**src/sv/rcbp_pkg.sv**
```systemverilog
// Shared types and constants for the reference-counted buffer pool.
// Used by refcounted_buffer_pool; depends on nothing else.
package rcbp_pkg;

   // Default sizing handed to the top-level parameters
   localparam int POOL_MAX_DEFAULT   = 64;
   localparam int COUNT_BITS_DEFAULT = 8;

   // Field widths of the transaction payloads
   localparam int CMD_W    = 2;
   localparam int BUF_W    = 6;
   localparam int STATUS_W = 3;
   localparam int REFCNT_W = 8;
   localparam int FREECNT_W = 7;
   localparam int CSR_W    = 7;

   localparam logic [CSR_W-1:0] POOL_SIZE_RESET = 7'd64;

   // Command codes
   localparam logic [CMD_W-1:0] CMD_INIT    = 2'd0;
   localparam logic [CMD_W-1:0] CMD_ACQUIRE = 2'd1;
   localparam logic [CMD_W-1:0] CMD_RELEASE = 2'd2;
   localparam logic [CMD_W-1:0] CMD_ADD_REF = 2'd3;

   // Status codes
   localparam logic [STATUS_W-1:0] STATUS_OK        = 3'd0;
   localparam logic [STATUS_W-1:0] STATUS_EXHAUSTED = 3'd1;
   localparam logic [STATUS_W-1:0] STATUS_BAD_INDEX = 3'd2;
   localparam logic [STATUS_W-1:0] STATUS_FREE_BUF  = 3'd3;
   localparam logic [STATUS_W-1:0] STATUS_SATURATED = 3'd4;

   typedef struct packed {
      logic [CMD_W-1:0] cmd;
      logic [BUF_W-1:0] buffer;
   } req_type;

   typedef struct packed {
      logic [BUF_W-1:0]     granted;
      logic [STATUS_W-1:0]  status;
      logic                 freed;
      logic [REFCNT_W-1:0]  ref_count;
      logic [FREECNT_W-1:0] free_count;
   } rsp_type;

   typedef enum logic [1:0] {
      ST_SWEEP,
      ST_IDLE,
      ST_EXEC
   } state_type;

endpackage

```
**src/sv/rcbp_ram.sv**
```systemverilog
// Simple dual-port synchronous RAM: one write port, one registered read port.
// Standalone; instantiated by refcounted_buffer_pool for the stack and the counts.
module rcbp_ram #(
   parameter int DEPTH  = 64,
   parameter int WIDTH  = 8,
   parameter int ADDR_W = 6
) (
   input  logic              clock,
   input  logic              wr_en,
   input  logic [ADDR_W-1:0] wr_addr,
   input  logic [WIDTH-1:0]  wr_data,
   input  logic              rd_en,
   input  logic [ADDR_W-1:0] rd_addr,
   output logic [WIDTH-1:0]  rd_data
);

   logic [WIDTH-1:0] mem_ff [DEPTH];
   logic [WIDTH-1:0] rd_data_ff;

   // Write port
   always_ff @(posedge clock) begin
      if (wr_en) begin
         mem_ff[wr_addr] <= wr_data;
      end
   end

   // Read port, registered: data in the cycle after an enabled read; hold otherwise
   always_ff @(posedge clock) begin
      if (rd_en) begin
         rd_data_ff <= mem_ff[rd_addr];
      end
   end

   assign rd_data = rd_data_ff;

endmodule

```
**src/sv/refcounted_buffer_pool.sv**
```systemverilog
// Reference-counted buffer pool: LIFO free stack plus one count per buffer.
// Acquire, release and add reference: memory read on accept, then modify
// and write back in EXEC; req_stall holds until then, result registered.
// Init sweeps pool_size entries of both memories, one a cycle, then answers.
// Synchronous reset runs the same sweep over POOL_MAX entries with req_stall
// high; csr writes are taken throughout. Depends on rcbp_pkg and rcbp_ram.
module refcounted_buffer_pool #(
   parameter int POOL_MAX   = rcbp_pkg::POOL_MAX_DEFAULT,
   parameter int COUNT_BITS = rcbp_pkg::COUNT_BITS_DEFAULT
) (
   input  logic                          clock,
   input  logic                          reset,
   input  logic                          req_valid,
   output logic                          req_stall,
   input  rcbp_pkg::req_type             req_data,
   output logic                          rsp_valid,
   input  logic                          rsp_stall,
   output rcbp_pkg::rsp_type             rsp_data,
   input  logic                          csr_valid,
   output logic                          csr_ready,
   input  logic [rcbp_pkg::CSR_W-1:0]    csr_data
);

   localparam int IDX_W = (POOL_MAX > 1) ? $clog2(POOL_MAX) : 1;
   localparam int TOP_W = $clog2(POOL_MAX + 1);

   rcbp_pkg::state_type state_ff, state_in;
   logic [rcbp_pkg::CMD_W-1:0] cmd_ff, cmd_in;
   logic [rcbp_pkg::BUF_W-1:0] buf_ff, buf_in;
   logic [TOP_W-1:0]           top_ff, top_in;
   logic [TOP_W-1:0]           active_n_ff, active_n_in;
   logic [TOP_W-1:0]           sweep_ff, sweep_in;
   logic                       sweep_rsp_ff, sweep_rsp_in;
   logic [rcbp_pkg::CSR_W-1:0] pool_size_ff;
   logic                       rsp_valid_ff, rsp_valid_in;
   rcbp_pkg::rsp_type          rsp_data_ff, rsp_data_in;
   logic                       rsp_load;

   logic                  req_accept;
   logic                  rsp_free;
   logic [TOP_W-1:0]      n_clamped;
   logic                  bad_index;

   logic                  stk_wr_en, cnt_wr_en;
   logic [IDX_W-1:0]      stk_wr_addr, cnt_wr_addr;
   logic [IDX_W-1:0]      stk_wr_data;
   logic [COUNT_BITS-1:0] cnt_wr_data;
   logic [IDX_W-1:0]      stk_rd_addr, cnt_rd_addr;
   logic [IDX_W-1:0]      stk_rd_data;
   logic [COUNT_BITS-1:0] cnt_rd_data;

   assign req_stall  = (state_ff != rcbp_pkg::ST_IDLE);
   assign req_accept = req_valid && !req_stall;
   assign rsp_free   = !rsp_valid_ff || !rsp_stall;
   assign csr_ready  = 1'b1;
   assign rsp_valid  = rsp_valid_ff;
   assign rsp_data   = rsp_data_ff;

   // Clamp the programmed pool size to 1 .. POOL_MAX
   always_comb begin
      if (pool_size_ff == '0) begin
         n_clamped = TOP_W'(1);
      end else if (32'(pool_size_ff) > POOL_MAX) begin
         n_clamped = TOP_W'(POOL_MAX);
      end else begin
         n_clamped = TOP_W'(pool_size_ff);
      end
   end

   assign bad_index = (32'(buf_ff) >= 32'(active_n_ff));

   // Read addresses: stack top entry, and the count of the request's buffer (of buffer active_n-1 for acquire)
   assign stk_rd_addr = IDX_W'(top_ff - TOP_W'(1));
   assign cnt_rd_addr = (req_data.cmd == rcbp_pkg::CMD_ACQUIRE) ?
                        IDX_W'(active_n_ff - TOP_W'(1)) : IDX_W'(req_data.buffer);

   rcbp_ram #(
      .DEPTH  (POOL_MAX),
      .WIDTH  (IDX_W),
      .ADDR_W (IDX_W)
   ) u_stack_ram (
      .clock   (clock),
      .wr_en   (stk_wr_en),
      .wr_addr (stk_wr_addr),
      .wr_data (stk_wr_data),
      .rd_en   (req_accept),
      .rd_addr (stk_rd_addr),
      .rd_data (stk_rd_data)
   );

   rcbp_ram #(
      .DEPTH  (POOL_MAX),
      .WIDTH  (COUNT_BITS),
      .ADDR_W (IDX_W)
   ) u_count_ram (
      .clock   (clock),
      .wr_en   (cnt_wr_en),
      .wr_addr (cnt_wr_addr),
      .wr_data (cnt_wr_data),
      .rd_en   (req_accept),
      .rd_addr (cnt_rd_addr),
      .rd_data (cnt_rd_data)
   );

   // Next state, memory write-back and result
   always_comb begin
      state_in     = state_ff;
      cmd_in       = cmd_ff;
      buf_in       = buf_ff;
      top_in       = top_ff;
      active_n_in  = active_n_ff;
      sweep_in     = sweep_ff;
      sweep_rsp_in = sweep_rsp_ff;
      stk_wr_en    = 1'b0;
      stk_wr_addr  = sweep_ff[IDX_W-1:0];
      stk_wr_data  = sweep_ff[IDX_W-1:0];
      cnt_wr_en    = 1'b0;
      cnt_wr_addr  = sweep_ff[IDX_W-1:0];
      cnt_wr_data  = '0;
      rsp_load     = 1'b0;
      rsp_data_in  = '0;

      unique case (state_ff)
         rcbp_pkg::ST_SWEEP: begin
            // Refill one stack entry and clear one count per cycle
            stk_wr_en = 1'b1;
            cnt_wr_en = 1'b1;
            sweep_in  = sweep_ff + TOP_W'(1);
            if (sweep_ff == active_n_ff - TOP_W'(1)) begin
               state_in = sweep_rsp_ff ? rcbp_pkg::ST_EXEC : rcbp_pkg::ST_IDLE;
            end
         end

         rcbp_pkg::ST_IDLE: begin
            if (req_accept) begin
               cmd_in = req_data.cmd;
               buf_in = req_data.buffer;
               if (req_data.cmd == rcbp_pkg::CMD_INIT) begin
                  active_n_in  = n_clamped;
                  top_in       = n_clamped;
                  sweep_in     = '0;
                  sweep_rsp_in = 1'b1;
                  state_in     = rcbp_pkg::ST_SWEEP;
               end else begin
                  state_in = rcbp_pkg::ST_EXEC;
               end
            end
         end

         rcbp_pkg::ST_EXEC: begin
            // Commit only when the result register can take the transaction
            if (rsp_free) begin
               rsp_load = 1'b1;
               state_in = rcbp_pkg::ST_IDLE;
               rsp_data_in.granted = buf_ff;
               rsp_data_in.status  = rcbp_pkg::STATUS_OK;
               unique case (cmd_ff) inside
                  rcbp_pkg::CMD_INIT: begin
                     rsp_data_in.granted = '0;
                     sweep_rsp_in        = 1'b0;
                  end
                  rcbp_pkg::CMD_ACQUIRE: begin
                     if (top_ff == '0) begin
                        rsp_data_in.granted   = rcbp_pkg::BUF_W'(active_n_ff - TOP_W'(1));
                        rsp_data_in.status    = rcbp_pkg::STATUS_EXHAUSTED;
                        rsp_data_in.ref_count = rcbp_pkg::REFCNT_W'(cnt_rd_data);
                     end else begin
                        // Pop and mark the buffer as held once
                        top_in                = top_ff - TOP_W'(1);
                        cnt_wr_en             = 1'b1;
                        cnt_wr_addr           = stk_rd_data;
                        cnt_wr_data           = COUNT_BITS'(1);
                        rsp_data_in.granted   = rcbp_pkg::BUF_W'(stk_rd_data);
                        rsp_data_in.ref_count = rcbp_pkg::REFCNT_W'(1);
                     end
                  end
                  rcbp_pkg::CMD_RELEASE, rcbp_pkg::CMD_ADD_REF: begin
                     if (bad_index) begin
                        rsp_data_in.status = rcbp_pkg::STATUS_BAD_INDEX;
                     end else if (cnt_rd_data == '0) begin
                        rsp_data_in.status = rcbp_pkg::STATUS_FREE_BUF;
                     end else if (cmd_ff == rcbp_pkg::CMD_RELEASE) begin
                        // Drop one reference; push back on the last one
                        cnt_wr_en             = 1'b1;
                        cnt_wr_addr           = IDX_W'(buf_ff);
                        cnt_wr_data           = cnt_rd_data - COUNT_BITS'(1);
                        rsp_data_in.ref_count = rcbp_pkg::REFCNT_W'(cnt_wr_data);
                        if (cnt_rd_data == COUNT_BITS'(1) && 32'(top_ff) < POOL_MAX) begin
                           stk_wr_en         = 1'b1;
                           stk_wr_addr       = top_ff[IDX_W-1:0];
                           stk_wr_data       = IDX_W'(buf_ff);
                           top_in            = top_ff + TOP_W'(1);
                           rsp_data_in.freed = 1'b1;
                        end
                     end else if (&cnt_rd_data) begin
                        rsp_data_in.status    = rcbp_pkg::STATUS_SATURATED;
                        rsp_data_in.ref_count = rcbp_pkg::REFCNT_W'(cnt_rd_data);
                     end else begin
                        cnt_wr_en             = 1'b1;
                        cnt_wr_addr           = IDX_W'(buf_ff);
                        cnt_wr_data           = cnt_rd_data + COUNT_BITS'(1);
                        rsp_data_in.ref_count = rcbp_pkg::REFCNT_W'(cnt_wr_data);
                     end
                  end
                  default: begin
                     rsp_data_in.status = rcbp_pkg::STATUS_OK;
                  end
               endcase
               rsp_data_in.free_count = rcbp_pkg::FREECNT_W'(top_in);
            end
         end

         default: begin
            state_in = rcbp_pkg::ST_IDLE;
         end
      endcase
   end

   assign rsp_valid_in = rsp_load || (rsp_valid_ff && rsp_stall);

   // Control registers
   always_ff @(posedge clock) begin
      if (reset) begin
         state_ff     <= rcbp_pkg::ST_SWEEP;
         top_ff       <= TOP_W'(POOL_MAX);
         active_n_ff  <= TOP_W'(POOL_MAX);
         sweep_ff     <= '0;
         sweep_rsp_ff <= 1'b0;
         rsp_valid_ff <= 1'b0;
      end else begin
         state_ff     <= state_in;
         top_ff       <= top_in;
         active_n_ff  <= active_n_in;
         sweep_ff     <= sweep_in;
         sweep_rsp_ff <= sweep_rsp_in;
         rsp_valid_ff <= rsp_valid_in;
      end
   end

   // Pool size register
   always_ff @(posedge clock) begin
      if (reset) begin
         pool_size_ff <= rcbp_pkg::POOL_SIZE_RESET;
      end else if (csr_valid && csr_ready) begin
         pool_size_ff <= csr_data;
      end
   end

   // Payload registers
   always_ff @(posedge clock) begin
      cmd_ff <= cmd_in;
      buf_ff <= buf_in;
      if (rsp_load) begin
         rsp_data_ff <= rsp_data_in;
      end
   end

endmodule
```
**config.mk**
```make
export PLATFORM = sky130hd
export DESIGN_NAME = refcounted_buffer_pool
export DESIGN_NICKNAME = d
export VERILOG_FILES = /design/src/sv/rcbp_pkg.sv /design/src/sv/rcbp_ram.sv /design/src/sv/refcounted_buffer_pool.sv
export SDC_FILE = /design/constraint.sdc
export NUM_CORES = 1
export LEC_CHECK = 0
export ABC_AREA = 1
export BUFFER_PORTS_ARGS = -buffer_cell sky130_fd_sc_hd__buf_2
export CAP_MARGIN = 20
export CORE_MARGIN = 5
export CORE_UTILIZATION = 55
export CTS_CLUSTER_SIZE = 28
export DETAILED_ROUTE_END_ITERATION = 10
export PLACE_DENSITY = 0.74
export SYNTH_ARGS = -nofsm -noshare
export SYNTH_HDL_FRONTEND = slang
export SYNTH_SLANG_ARGS = --single-unit
```
**constraint.sdc**
```tcl
create_clock -name clock -period 5.1 [get_ports clock]
set_input_delay 0.51 -clock clock [delete_from_list [all_inputs] [get_ports clock]]
set_output_delay 0.51 -clock clock [all_outputs]
set_load 0.02 [all_outputs]
```
Word level (Yosys, flattened, before mapping)
Memories as Yosys holds them, arrays and structs flattened. A register that Yosys moved wholly into a read port is not among the register bits. Cells that the tools add are included.

Flip-flop bits (word level): 65. Bits in writable memories: 896. Input bits: 20. Output and inout port bits: 28. Word-level logic and storage cells: 160. Memories: 2.

Add/sub/neg operators: 6. Magnitude comparators: 3. Equal/unequal tests: 14. Muxes and demuxes: 92. Bitwise operators: 3. Reductions and logical operators: 26.

Memories: u_count_ram.mem_ff (depth 64, width 8, read ports 1, clocked after Yosys merged registers in 1, wr ports 1, line rcbp_ram.sv:17) `logic [WIDTH-1:0] mem_ff [DEPTH];`; u_stack_ram.mem_ff (depth 64, width 6, read ports 1, clocked after Yosys merged registers in 1, wr ports 1, line rcbp_ram.sv:17).

Operators by type and width (count): $mux W6 (23); $mux W8 (11); $mux W7 (12); $pmux W7 S2 (3); $pmux W8 S2 (2); $mux W1 (24); $pmux W6 S2 (2); $add A7 B1 Y7 const B (2); $logic_not A7 Y1 (2); $sub A7 B1 Y7 const B (2); $mux W3 (4); $mux W2 (5); $ne A2 B2 Y1 const B (5); $reduce_and A3 Y1 (3); $add A8 B1 Y8 const B (1); $eq A8 B1 Y1 const B (1); $logic_not A8 Y1 (1); $pmux W1 S2 (4); $reduce_and A8 Y1 (1); $sub A8 B1 Y8 const B (1); $eq A7 B7 Y1 (1); $ge A6 B7 Y1 (1); $gt A7 B7 Y1 const B (1); $lt A7 B7 Y1 const B (1); other kinds (16) (31).

Longest topological paths before layout
Gate-level depths: netlist (run 1).

Word-level depth: 11. Gate-level depth with buffers: 19. Mapped depth without buffers: 19.

Cells and area by module
Synthesis (run 1) repeated with hierarchy kept, for this count alone.

Cells, all modules: 3852. Area total of the unflattened synthesis: 42140.4 um^2.

Modules (own cells, without submodules): rcbp_ram at u_count_ram (times used 1, cells each 1822, area an instance 21371.7 um^2); rcbp_ram at u_stack_ram (times used 1, cells each 1376, area an instance 15990.3 um^2); refcounted_buffer_pool (times used 1, cells each 654, area an instance 4778.3 um^2).

Worst setup path after synthesis (run 1)
No wires, ideal clock.

Path type: register to register. Start: register buf_ff[5] (netlist name). End: memory u_stack_ram.mem_ff[0][5] (netlist name), data pin. Library setup time: 0.702 ns. Data arrival time: 4.248 ns. Required time: 4.398 ns. Path slack: 0.150 ns. Stages on the path, launching flop included: 12. Period minus slack after synthesis: 4.950 ns. Path through: edfxtp_1 > ha_1 > inv_1 > nor2_1 > a21boi_1 > nand2_1 > nor2_4 > nand2_2 > nor2_8 > inv_4 > buf_6 > o21ai_0.

Word-level cells in the longest chain between the ends: 7. Elaborated cells between the ends (all ways): 8. Those cells by class: 1 x order compare; 7 x mux.

RTL lines: start: declaration (line refcounted_buffer_pool.sv:29) `logic [rcbp_pkg::BUF_W-1:0] buf_ff, buf_in;`; start signal: assignment (line refcounted_buffer_pool.sv:252) `buf_ff <= buf_in;`; branches (longest 3 deep; another with $ge A6 B7 Y1); $mux W6 (*) (line refcounted_buffer_pool.sv:178) `if (bad_index) begin`; $mux W6 (*) (line refcounted_buffer_pool.sv:157) `unique case (cmd_ff) inside`; $mux W6 (*) (line refcounted_buffer_pool.sv:152) `if (rsp_free) begin`; $mux W6 (*) (line refcounted_buffer_pool.sv:123) `unique case (state_ff)`; net stk_wr_data[5] (line refcounted_buffer_pool.sv:46) `logic [IDX_W-1:0] stk_wr_data;`; end: declaration (line rcbp_ram.sv:17).

Mark *: on every way through the listed nets, which the timed path passes.

Worst setup path after layout (run 1)
Start: register top_ff[0]. End: memory u_count_ram.mem_ff[31][2], enable pin.

Word-level cells in the longest chain between the ends: 7. Elaborated cells between the ends (all ways): 11. Those cells by class: 10 x mux; 1 x reduce/logical.

RTL lines: start: declaration (line refcounted_buffer_pool.sv:30) `logic [TOP_W-1:0] top_ff, top_in;`; start signal: assignment (line refcounted_buffer_pool.sv:225) `top_ff <= TOP_W'(POOL_MAX);`; start signal: assignment (line refcounted_buffer_pool.sv:232) `top_ff <= top_in;`; $logic_not A7 Y1 (*) (line refcounted_buffer_pool.sv:163) `if (top_ff == '0) begin`; $mux W1 (line refcounted_buffer_pool.sv:163); $pmux W1 S2 (line refcounted_buffer_pool.sv:157); $mux W1 (line refcounted_buffer_pool.sv:152); $pmux W1 S2 (line refcounted_buffer_pool.sv:123); $mux W1 (line rcbp_ram.sv:22) `if (wr_en) begin`; $mux W1 (not written as such) (line rcbp_ram.sv:23) `mem_ff[wr_addr] <= wr_data;`; end: declaration (line rcbp_ram.sv:17).

Every way passes the cells marked *; elsewhere a longest branch is shown, timed or not.

==> results.py, run 1 <==
metrics = {
    "status": {
        "status": "completed",
    },
    "timing": {
        "maxSlewViolCount": 0,
        "min_period_ns": 4.39,
        "setup_tns_ns": 0,
        "rsz0062_at_grt": "no",
        "fin_crit_sh": 0.861,
        "setup_viol_count_final": 0,
        "hold_violations": 0,
        "skew_ns": 0.0242,
        "worst_slew_pin_slew_ns": 1.02,
        "fmax_mhz": 228,
        "holdWs_ns": 0.0496,
        "slew_headroom": 0.319,
    },
    "placed_design": {
        "gp_congestion": 0.936,
        "dpl.cell_count": 4373,
        "portBuffers": 46,
        "hpwl_um": 62600,
    },
    "cts": {
        "path_clk_slew_ns": 0.06,
        "clock-root-buffer": "clkbuf_16",
        "cts_setup_buffers": 0,
        "cts_resized": 0,
        "cts_tree": "built",
        "h-tree-depth": 3,
        "cts_buffer_depth": 3,
        "ctsHoldBuffers": 0,
        "clock_latency_ns": 0.66,
        "clock-sinks": 975,
        "cts_made_buffers": 93,
    },
    "synth": {
        "syn-cell-area_mm2": 0.0409,
        "synth-seq-cells": 975,
        "synth_cell_type_count": 51,
        "synth_top_family_by_area": "simple AND/OR/NAND/NOR gates",
        "syn-num-nets": 3528,
        "synthSimpleGateAreaFrac": 0.134,
        "synthCells": 3493,
        "ys.warnings.count": 0,
        "ys_seq_area_frac": 0.707,
        "avgSynthCellArea_um2": 11.7,
        "yosys.area_share.adder": 0.00458,
        "synth.area.mux_share": 0.00636,
        "ys.flop_type": "edfxtp_1",
        "synthArstFlopShare": 0,
        "synth-compound-area-share": 0.110,
        "synth_xor_area_frac": 0.00385,
        "synth_edf_count": 943,
    },
    "critical_path": {
        "crit_start": "top_ff[0]$_SDFFE_PP0P_",
        "cp-end-kind": "flip-flop",
        "arrival_ns": 4.66,
        "required_ns": 5.37,
        "path_max_fanout": 28,
        "start_kind": "flip-flop",
        "critPathKind": "reg -> reg",
        "reg2reg_from": "top_ff[0]$_SDFFE_PP0P_",
        "rr_worst_depth": 14,
    },
    "routing": {
        "drtAntennaViolNets": 0,
        "via_per_inst": 6.12,
        "drc": 0,
        "wl_um": 102000,
        "first_pass_iters": 6,
        "vias": 27783,
        "wire_per_inst_um": 22.6,
        "drtIter0Drc": 3360,
    },
    "job": {
        "maxCapViolations": 0,
    },
    "die": {
        "fp-row-count": 100,
        "pin_count": 48,
        "die_h_um": 283,
        "die_area_mm2": 0.0800,
        "initial_core_util": 0.552,
        "die_w_um": 283,
        "fp.coreArea_mm2": 0.0742,
    },
    "cells_and_area": {
        "area_growth_pct": 10.7,
        "layout_commonest_cell": "edfxtp_1",
        "nNetsFinal": 3534,
        "diodes": 0,
        "most-common-layout-cells": "edfxtp_1, nor2_1, o21ai_0",
        "layout-drive-gt1-share": 0.0812,
        "fin_cells": 4540,
    },
    "pwr": {
        "p_per_area_mw_per_mm2": 357,
        "leakage_uw": 0.0143,
        "ir_worst_vdd_v": 0.000403,
    },
    "grt": {
        "antenna_found_initial": 0,
        "grt_pass1_vias": 26512,
        "grt_max_degree": 171,
        "grt_overflow": 0,
        "grt_usage": 0.253,
        "grt_first_pass_wirelength_um": 156000,
    },
    "worst_hold_path": {
        "hold_depth": 1,
        "hp-start": "req_data[1]",
        "hp-class": "in -> reg",
    },
}
## worst paths after layout
kind,endpoint,slack (ns)
worst max-delay path,u_count_ram.mem_ff[31][2]$_DFFE_PP_,0.71
worst min register to register,sweep_rsp_ff$_SDFFE_PP0P_,0.53
worst min-delay path,buf_ff[1]$_DFFE_PP_,0.05
worst max register to register,u_count_ram.mem_ff[31][2]$_DFFE_PP_,0.71
## cells by family after synthesis
logic type	count (synthesis)
AOI/OAI and AO/OA	770
xor gates and xnor gates	18
adders and majority gates	15
buffers and inverters	353
DFF	975
muxes	26
other	1
and+or+nand+nor	1335
## Yosys cell counts, types with 2 or more instances
cell type / number / area share
a21oi_1: 60 / 0.0073
a31oi_1: 5 / 0.00076
and2_1: 2 / 0.00031
buf_1: 18 / 0.0016
buf_2: 17 / 0.0021
clkbuf_1: 159 / 0.015
clkinv_1: 5 / 0.00046
dfxtp_1: 32 / 0.016
edfxtp_1: 943 / 0.69
ha_1: 15 / 0.0046
inv_1: 145 / 0.013
inv_2: 6 / 0.00055
mux2i_1: 26 / 0.0064
nand2_1: 215 / 0.020
nand2_2: 2 / 0.00031
nand3_1: 237 / 0.029
nand4_1: 20 / 0.0031
nand4_2: 7 / 0.0021
nor2_1: 829 / 0.076
nor2_2: 3 / 0.00046
nor3_1: 9 / 0.0011
nor4_1: 4 / 0.00061
o211ai_1: 150 / 0.028
o21a_1: 3 / 0.00055
o21ai_0: 457 / 0.056
o21ai_1: 9 / 0.0011
o21ai_2: 2 / 0.00043
o221ai_1: 19 / 0.0041
o22ai_1: 20 / 0.0031
o32ai_1: 34 / 0.0073
or2_2: 4 / 0.00061
xnor2_1: 2 / 0.00043
xor2_1: 16 / 0.0034
## stage by stage
| stage | area [µm²] | total power, µW | worst slack, ns | utilization |
|---|---|---|---|---|
| 6_report | 45300 | 16200 | 0.708 | 0.611 |
| 5_1_grt | 45300 | 16700 | 0.487 | 0.611 |
| 4_1_cts | 45300 | 16200 | 0.770 | 0.611 |
| 3_5_place_dp | 42400 | 9690 | 0.810 | 0.572 |
| 3_3_place_gp | 42400 | 9680 | 0.941 | 0.572 |
| 2_1_floorplan | 40900 | 9410 | 0.150 | - |
## per-layer routing
layer  routed length [µm]  track usage  up-vias
li1                     -            -    12630
met1                40500        0.352    13354
met2                48400        0.405     1539
met3                 9590       0.0466      260
met4                 3940       0.0951        0
met5                    0            0        -
## registers in the layout, summed over array words and instances, names as in the netlist, 7 cells and up
name and flops:
rsp_data 25, pool_size_ff 7, u_count_ram.mem_ff 512, active_n_ff 7, u_stack_ram.mem_ff 384, sweep_ff 7, top_ff 7, u_count_ram.rd_data 8
## power breakdown
| part | internal (µW) | switching (µW) |
|---|---|---|
| clock network | 3720 | 2930 |
| registers | 8750 | 19.9 |
| logic | 193 | 576 |
| total | 12700 | 3530 |
## cell type report
class                   instances  area, µm²
clock buffers                 116       2480
clock inverters                51        445
fillers                      5697      28800
inverters                     157        597
multi-input cells            2165      10800
flip-flops and latches        975      29000
well taps                     969       1210
repair buffers                107        826
## worst max-delay path, cell delays in order (launching register included)
cell,delay (ns)
dfxtp_4,0.57
inv_4,0.08
ha_4,0.18
nand2_1,0.08
nor2_1,0.05
nand3_1,0.09
nor2_1,0.05
buf_4,0.19
nor2_1,0.33
inv_1,0.23
o21ai_0,0.12
a21oi_1,0.17
inv_1,0.24
nand4_1,0.74
nor2_1,0.89
Power figures use the tool's default switching activity.
==> run 2, diff against run 1 <==
PLACE_DENSITY = 0.71   (was 0.74)
SLEW_MARGIN = 20   (was not set)
SYNTH_HIERARCHICAL = 1   (was not set)
clock period = 4.3 ns   (was 5.1 ns; I/O delays follow)
==> run 2 against run 1 <==
  * Synthesized area grew 2.9%
  * Combinational power grew 22%
  * Worst setup slack lost 0.64 ns
  * Clock skew grew 0.026 ns
  * Largest power group unchanged
  * Hold slack gained 0.020 ns
  * Non-clock buffer count grew 71
  * Sequential power grew 19%
  * Die area grew 2.8%
  * Sequential share of layout area shrank 2.1 points
  * Critical endpoint is now u_count_ram/mem_ff[53][4]$_DFFE_PP_
  * Core utilization grew 0.62 points
  * Design area grew 3.4%
==> results.py, run 2 <==
metrics = {
    "synth": {
        "synthSimpleGateAreaFrac": 0.242,
        "synth_cell_type_count": 47,
        "synthArstFlopShare": 0,
        "syn-cell-area_mm2": 0.0421,
        "synth_edf_count": 943,
        "ys_seq_area_frac": 0.687,
        "synth_most_common_cell": "nand2_1",
        "netlist_top_cells_area": "edfxtp_1, nand2_1, nand3_1",
        "avgSynthCellArea_um2": 10.9,
        "syn-num-nets": 3887,
        "ys.flop_type": "edfxtp_1",
        "synth_top_family_by_area": "simple AND/OR/NAND/NOR gates",
        "yosys.area.top_type": "edfxtp_1",
        "synthTopCellsByCount": "nand2_1, edfxtp_1, nand3_1",
        "yosys.area_share.adder": 0.00445,
        "synthCells": 3852,
        "yosysTopAreaCellShare": 0.672,
        "ys.warnings.count": 6,
        "synth-seq-cells": 975,
        "synth-compound-area-share": 0.0223,
        "synth_xor_area_frac": 0.00249,
        "synth.area.mux_share": 0,
    },
    "pwr": {
        "p_sw_uw": 4230,
        "combPwrFrac": 0.049,
        "pwr-share-seq": 0.537,
        "pwr-share-clk": 0.415,
        "p_int_uw": 15100,
        "ir_worst_vdd_v": 0.000341,
        "leakage_uw": 0.0176,
        "p_sw_frac": 0.219,
        "p_per_area_mw_per_mm2": 413,
    },
    "grt": {
        "grt_first_pass_wirelength_um": 163000,
        "grt_pass1_vias": 27587,
        "grt_max_degree": 199,
        "grt_usage": 0.255,
        "grt_overflow": 0,
        "antenna_found_initial": 0,
    },
    "cts": {
        "path_clk_slew_ns": 0.06,
        "h-tree-depth": 3,
        "cts_tree": "built",
        "cts_setup_buffers": 0,
        "clock-root-buffer": "clkbuf_16",
        "cts_buffer_depth": 3,
        "clock-sinks": 975,
        "clock_latency_ns": 0.67,
        "cts_made_buffers": 97,
    },
    "critical_path": {
        "path_max_fanout": 9,
        "crit_start": "buf_ff[0]$_DFFE_PP_",
        "cp-end-kind": "flip-flop",
        "reg2reg_from": "buf_ff[0]$_DFFE_PP_",
        "start_kind": "flip-flop",
        "required_ns": 4.60,
        "r2r_slack_ns": 0.07,
        "critPathKind": "reg -> reg",
        "arrival_ns": 4.53,
    },
    "worst_hold_path": {
        "hp-class": "in -> reg",
        "hp-start": "rsp_stall",
    },
    "timing": {
        "holdWs_ns": 0.0700,
        "fin_crit_sh": 0.984,
        "min_period_ns": 4.23,
        "maxSlewViolCount": 0,
        "rsz0062_at_grt": "yes",
        "skew_ns": 0.0500,
        "slew_headroom": 0.317,
        "setup_viol_count_final": 0,
        "hold_violations": 0,
        "worst_slew_pin_slew_ns": 1.02,
        "fmax_mhz": 236,
    },
    "die": {
        "pin_count": 48,
        "initial_core_util": 0.555,
        "fp.coreArea_mm2": 0.0759,
        "fp-row-count": 101,
        "die_area_mm2": 0.0823,
        "die_w_um": 287,
        "die_h_um": 287,
    },
    "cells_and_area": {
        "most-common-layout-cells": "nand2_1, edfxtp_1, nand3_1",
        "multiInputGateArea_mm2": 0.0116,
        "diodes": 0,
        "area_growth_pct": 11.3,
        "largest_reg_flops": 512,
        "regMostFlops": "u_count_ram/mem_ff",
        "nNetsFinal": 3951,
        "fin_util": 0.617,
        "area.sequential_mm2": 0.0290,
        "layout_commonest_cell": "nand2_1",
        "layout-drive-gt1-share": 0.101,
        "nFillCells": 5878,
    },
    "routing": {
        "drtIter0Drc": 3439,
        "wl_um": 106000,
        "wire_per_inst_um": 21.1,
        "via_per_inst": 5.79,
        "first_pass_iters": 6,
        "vias": 29075,
        "drc": 0,
        "drtAntennaViolNets": 0,
    },
    "placed_design": {
        "hpwl_um": 63800,
        "gp_congestion": 0.933,
        "portBuffers": 46,
    },
    "status": {
        "status": "completed",
    },
    "job": {
        "maxCapViolations": 0,
    },
}
-- run 2: cells by family (layout without fill, tap and decap cells) --
family,after synthesis,count (layout)
AOI/OAI and AO/OA,160,160
xor gates and xnor gates,12,12
adders and majority gates,15,15
buffers and inverters,333,472
DFF,975,975
other,1,1
and+or+nand+nor,2356,2356
-- run 2: worst paths after layout --
check	depth (start not counted)	to
max	16	u_count_ram/mem_ff[53][4]$_DFFE_PP_
min	3	rsp_valid$_SDFF_PP0_
max reg2reg	16	u_count_ram/mem_ff[53][4]$_DFFE_PP_
min reg2reg	2	sweep_rsp_ff$_SDFFE_PP0P_
-- run 2: timing repair --
item / CTS / global route
hold endpoints to repair: 15 / 0
setup endpoints to repair: 0 / 88
gates resized for setup: 0 / 10
hold buffers: 15 / 0
-- run 2: area by class of cell --
class | count | area share
Sequential cell | 975 | 0.618
Multi-Input combinational cell | 2544 | 0.248
Clock buffer | 116 | 0.0533
Timing Repair Buffer | 178 | 0.0319
Tap cell | 1030 | 0.0275
Clock inverter | 58 | 0.0114
Inverter | 120 | 0.0101
-- run 2: power by group through the flow --
stage	registers, µW	clock network (µW)	logic, µW
floorplan	10600	0	607
global placement	10600	0	894
detailed placement	10600	0	900
CTS	10400	8140	915
global route	10400	8550	1010
finish	10400	8040	940
-- run 2: worst max-delay path: stages (launching register included) --
cell      delay, ns
edfxtp_1       0.36
inv_1          0.18
ha_1           0.27
inv_1          0.06
nand2_1        0.05
nand2_1        0.07
nand2_1        0.08
a21oi_4        0.26
nand2_4        0.12
nor2_2         0.25
buf_4          0.25
o211ai_2       0.10
a21oi_2        0.33
inv_1          0.14
nor3_1         0.25
nand2_1        0.44
nor2_1         0.64
-- run 2: stage by stage --
stage / TNS, ns / total power [µW] / setup WS, ns / instance area, µm² / instances
final: 0 / 19400 / 0.0678 / 46900 / 5021
after global routing: -3.31 / 20000 / -0.145 / 46900 / 5021
after CTS: 0 / 19500 / 0.140 / 46900 / 5021
after detailed placement: 0 / 11500 / 0.189 / 43700 / 4832
after global placement: 0 / 11500 / 0.280 / 43700 / 4832
after floorplan: 0 / 11200 / 0.315 / 42200 / 3852
-- run 2: routing by layer --
layer | GRT usage | routed length (µm) | share of wire | vias up
met3 | 0.0492 | 10700 | 0.10 | 218
met4 | 0.0733 | 2890 | 0.027 | 0
met2 | 0.395 | 48500 | 0.46 | 1572
li1 | - | - | - | 13530
met1 | 0.375 | 44000 | 0.41 | 13755
met5 | 0 | 0 | 0 | -
